File: config.mk
export PLATFORM = sky130hd
export DESIGN_NAME = chmp_recip
export DESIGN_NICKNAME = d
export VERILOG_FILES = /design/src/hdl/chmp_pkg.sv /design/src/hdl/chmp_recip.sv
export SDC_FILE = /design/constraint.sdc
export NUM_CORES = 2
export LEC_CHECK = 0
export BUFFER_PORTS_ARGS = -buffer_cell sky130_fd_sc_hd__buf_2
export CAP_MARGIN = 20
export CORE_ASPECT_RATIO = 1.75
export CORE_UTILIZATION = 47
export DETAILED_ROUTE_END_ITERATION = 6
export GPL_TIMING_DRIVEN = 0
export RECOVER_POWER = 25
export SYNTH_ARGS = -nofsm -noshare
export SYNTH_HDL_FRONTEND = slang
export SYNTH_SLANG_ARGS = --single-unit
File: constraint.sdc
create_clock -name clk -period 3.39 [get_ports clk]
set_clock_uncertainty 0.15 [all_clocks]
set_input_delay 0.8475 -clock clk [delete_from_list [all_inputs] [get_ports clk]]
set_output_delay 0.8475 -clock clk [all_outputs]
set_load 0.005 [all_outputs]
File: src/hdl/chmp_pkg.sv
// shared constants and rounding helper for the cahn-hilliard material point
// no dependencies
package chmp_pkg;

    localparam int CFG_W     = 32;
    localparam int CFG_IDX_W = 2;
    localparam int OUT_W     = 48;

    // register indexes
    localparam logic [CFG_IDX_W-1:0] REG_MOBILITY_COEFF  = 2'd0;
    localparam logic [CFG_IDX_W-1:0] REG_INTERACTION_CHI = 2'd1;
    localparam logic [CFG_IDX_W-1:0] REG_GRADIENT_KAPPA  = 2'd2;

    // clamp window in q8.24: tol is 1e-5 rounded
    localparam logic signed [31:0] TOL_Q24   = 32'sd168;
    localparam logic signed [31:0] C_MAX_Q24 = 32'sd16777048;
    localparam logic signed [31:0] RESET_D   = 32'sd16777216;

    localparam logic [31:0] LN2_Q32 = 32'hB17217F8;

    // log: one squaring per stage, plus normalize and scale stages
    localparam int LOG_STEPS = 24;
    localparam int LOG_LAT   = LOG_STEPS + 2;

    // reciprocal: quotient of 2^48/x stays below 2^41 since x >= tol
    localparam int QBITS    = 41;
    localparam int REC_LAT  = QBITS;
    // top bits of the dividend above the quotient window, always below x
    localparam logic [23:0] REC_SEED = 24'd128;

    // q.48 product to q.24, round half up
    function automatic logic signed [OUT_W-1:0] round_q24(input logic signed [63:0] p);
        logic signed [63:0] t;
        t = (p + 64'sd8388608) >>> 24;
        return t[OUT_W-1:0];
    endfunction

endpackage

File: src/hdl/chmp_recip.sv
// pipelined rounded reciprocal (2^48 + x/2) / x, one quotient bit per stage
// depends on chmp_pkg
module chmp_recip
    import chmp_pkg::*;
(
    input  logic             clk,
    input  logic [23:0]      x,
    output logic [QBITS-1:0] q
);

    logic [23:0]      r_reg [0:QBITS-1];
    logic [23:0]      x_reg [0:QBITS-1];
    logic [QBITS-1:0] q_reg [0:QBITS-1];

    for (genvar j = 0; j < QBITS; j++)
    begin : g_div
        localparam int K = QBITS - 1 - j;
        logic [23:0]      r_prev;
        logic [23:0]      x_prev;
        logic [QBITS-1:0] q_prev;
        logic [QBITS-1:0] n_low;
        logic [24:0]      trial;
        logic             ge;

        if (j == 0)
        begin : g_first
            assign r_prev = REC_SEED;
            assign x_prev = x;
            assign q_prev = '0;
        end
        else
        begin : g_rest
            assign r_prev = r_reg[j-1];
            assign x_prev = x_reg[j-1];
            assign q_prev = q_reg[j-1];
        end

        // low dividend bits are x/2
        assign n_low = QBITS'({1'b0, x_prev[23:1]});
        assign trial = {r_prev, n_low[K]};
        assign ge    = trial >= {1'b0, x_prev};

        always_ff @(posedge clk)
        begin
            r_reg[j] <= ge ? 24'(trial - {1'b0, x_prev}) : trial[23:0];
            x_reg[j] <= x_prev;
            q_reg[j] <= {q_prev[QBITS-2:0], ge};
        end
    end

    assign q = q_reg[QBITS-1];

endmodule
# Word-level counts from Yosys, hierarchy flattened
# Memories as Yosys holds them, arrays and structs flattened.
# Index checks and enable logic that the tools add are counted.
# word_totals
reg_bits,0
mem_bits_rw,3649
output_inout_bits,41
memories,3
# mem_list
memory,words,word_bits,rd,rd_clocked_by_memory_dff,write_ports,line,source
q_reg,41,41,41,0,41,chmp_recip.sv:13,logic [QBITS-1:0] q_reg [0:QBITS-1];
r_reg,41,24,40,0,41,chmp_recip.sv:11,logic [23:0] r_reg [0:QBITS-1];
x_reg,41,24,40,0,41,chmp_recip.sv:12,logic [23:0] x_reg [0:QBITS-1];
# classes
add_sub_neg,41
order_cmp,41
n_mux,41
# op_table
operator,count
greater-or-equal comparator 25 x 24 -> 1 bit,40
2-to-1 mux 24 bit,41
subtractor 24 bit,40
"greater-or-equal comparator 9 x 24 -> 1 bit, first input constant",1
"subtractor 9 x 24 -> 24 bit, first input constant",1

# Depth between registers and ports, before layout
# An unclocked memory read counts as a cell.
# logic_depth
word_depth,3
ltp_mapped,14

# Worst setup path before layout
# Ideal clock, no wire load.
# synth_path
path_kind,flip-flop to flip-flop
startpoint,"memory x_reg[28][1], in the netlist x_reg[3][97]"
endpoint,"memory r_reg[29][16], in the netlist r_reg[3][136]"
arrival_ns,3.065
setup_slack_ns,0.051
stages_incl_launch_ff,14
n_path_buf,1
period_less_slack_ns,3.339
path_cell_list,dfxtp_1 inv_1 ha_1 nor2b_1 o31a_1 o31ai_2 a31oi_1 a211o_1 a21oi_2 o31ai_2 a221o_1 o32ai_4 buf_6 mux2_1
# synth_rtl
element,line
from (decl),chmp_recip.sv:12
to (decl),chmp_recip.sv:11

==> results.cfg <==
[logic_synthesis]
synth_cells = 11400
ys.flop_type = dfxtp_1
syn_area_per_cell_um2 = 9.93
yosys-top-cells-count = 2781 x dfxtp_1, 1180 x inv_1, 961 x ha_1, 876 x a21oi_1, 693 x nor2_1
ys_ff_latch = 2781
synth_cell_type_count = 99
synth_edf_count = 0
yosysTopAreaCell = dfxtp_1
syn_area_um2 = 114000
yosysMostFrequentCell = dfxtp_1
ys_warn_count = 0
synth_top_area_share_pct = 49.0
ys_async_sr_fraction_pct = 0
seq_area_frac_synth_pct = 49.0
synth_area_leaders = dfxtp_1 49%, ha_1 11%, inv_1 3.9%

[cts]
clock_latency_ns = 0.87
h-tree-depth = 5
cts_tree = done
clockRootBuffer = clkbuf_16
cts.sinks = 2781
clk_path_buf_depth = 4
cts_made_buffers = 268
clkTransAtPathRegs_ns = 0.06

[power]
p_sw_mw = 61.7
p_seq_share_pct = 31.8
p_leak_nw = 61.2
p_per_area_nw_per_um2 = 1190
pwr-share-comb_pct = 49.1
clkPwrFrac_pct = 19.1
ir_worst_vdd_mv = 0.556
p_int_mw = 97.8
p_sw_share_pct = 38.7

[worst_setup_path]
critical_path.startpoint_type = register
crit_type = register to register
crit_slowest_cell = a221o_1
path_cells = inv_2 -> ha_4 -> nor2b_4 -> o31a_1 -> o31ai_4 -> a31oi_4 -> a211o_1 -> a21oi_4 -> o31ai_4 -> a221o_1 -> o32ai_4 -> buf_6 -> buf_6 -> mux2_4
worstPathRequired_ns = 3.99
cp_max_fo = 4
slowest_delay_ns = 0.39
crit_path_end_kind = register
cp.arrival_ns = 4.24

[cells_and_area]
fin_nets = 13100
area_growth_pct = 18.5
stdcell_count = 15500
drive_gt1_share_pct = 16.7
design_area_um2 = 135000

[sta]
tightest_slew_ns = 0.862
final-setup-viol-count = 43
max_freq_mhz = 275
whs_ns = 0.145
period_needed_ns = 3.63
setup_slack_ns = -0.244
fin_tns_setup_ns = -5.78
rsz0062_at_grt = yes
slew_viol_final = 0
hold_violations = 0
timing.final.crit_share_pct = 107
maxSlewHeadroom_pct = 42.5

[grt]
track_usage_pct = 25.5
antenna_found_initial = 11
grt_max_degree = 19
grt_pass1_vias = 84900
grt_pass1_wl_mm = 478
overflow = 0

[placement]
dp.cells = 14600
gp_congestion = 0.947
dpl-instance-area_um2 = 118000
dp_hpwl_mm = 251
port-buffer-count = 65

[floorplan]
start_util_pct = 47.3
dieArea_um2 = 244000
std_cell_rows = 238
die_h_um = 652
die_x_um = 374
core_um2 = 240000
io_pins = 66

[run_status]
failed_checks = setup timing
outcome = finished, violations left

[drt]
first_pass_iters = 5
final_antenna_net_count = 0
wire_per_inst_um = 20.9
num_vias = 82500
drc = 0
routed_wl_mm = 322
drt_iter0_drc = 3250
via_per_inst = 5.34

[run]
maxCapViolCount = 0

[hold_path]
min_path_type = input port to register
per-layer routing:
metal / vias up / GRT usage (%) / part of all wire, %
met2: 1709 / 53.2 / 57
met1: 39200 / 20.5 / 31
li1: 40600 / - / -
met5: - / 0 / 0.0040
met4: 2 / 21.0 / 9.6
met3: 1040 / 2.84 / 2.6
power by group through the flow:
stage	Combinational, mW	Clock, mW	Sequential, mW
2_1_floorplan	49.3	0	47.9
6_report	78.4	30.4	50.7
3_5_place_dp	66.5	0	51.2
4_1_cts	72.0	31.2	50.7
3_3_place_gp	66.0	0	51.1
5_1_grt	85.1	32.5	51.7
cell usage in the layout (no fill, tap or decap), types with 76 or more instances in the layout:
master        n
o21ai_0     526
nand4_1     113
nand2b_1    118
o21bai_1     76
xnor2_1     446
mux2_2      334
clkbuf_16   285
nand3_1     186
a21oi_1     787
xor2_1      304
nor2_1      682
dfxtp_1    2685
nor3_1      137
inv_1      1152
a21o_1      386
ha_1        877
o21a_1      139
buf_4       267
nor2b_1     128
nand2_1     660
dfxtp_2      77
path summary, 6_finish.rpt:
check                from       endpoint  slack (ns)  depth (start not counted)
max          x_reg[3][97]  r_reg[3][122]       -0.24                         14
min                  x[1]    x_reg[0][1]        0.14                          1
max reg2reg  x_reg[3][97]  r_reg[3][122]       -0.24                         14
min reg2reg  q_reg[1][42]   q_reg[1][84]        0.16                          0
critical path: cells and delay by family (launching register included):
kind                     cells  cell delay [ns]
AO/OA/AOI/OAI                8             1.99
flip-flops                   1             0.36
buffers and inverters        3             0.36
multiplexers                 1             0.31
adder cells (fa/ha/maj)      1             0.21
AND/OR/NAND/NOR              1             0.12
repair_timing:
action | CTS | global route
hold buffers | 22 | 0
gates resized for setup | 572 | 848
buffers inserted | 107 | 188
cloned | 5 | 10
hold endpoints to repair | 22 | 0
setup endpoints to repair | 972 | 913
pin swaps | 104 | 251
area by class of cell:
cell class / count / area, um^2
fill: 21200 / 105000
multi-input combinational: 7303 / 56600
sequential: 2781 / 55800
clock buffer: 360 / 7730
inverter: 1182 / 4460
tap: 3120 / 3900
timing repair buffer: 382 / 3190
buffer: 170 / 1530
clock inverter: 108 / 1230
antenna: 50 / 125
cell families after synthesis:
family          count (synthesis)  synth area share (%)
other cells                     1               0.00330
buf+inv                      1361                  4.58
mux                           457                  4.50
flops                        2781                  49.0
compound gates               2715                  15.0
xor+xnor                      750                  5.78
simple gates                 2373                  9.83
fa+ha+maj                    1000                  11.3
stage by stage:
step                utilization, %  total power [mW]  setup WS [ns]
detailed placement            49.1               118          -1.59
floorplan                        -              97.2         0.0513
global placement              49.1               117          -1.94
finish                        56.1               159         -0.244
CTS                           54.2               154         -0.371
global route                  56.1               169         -0.313
(Power assumes the default switching activity.)
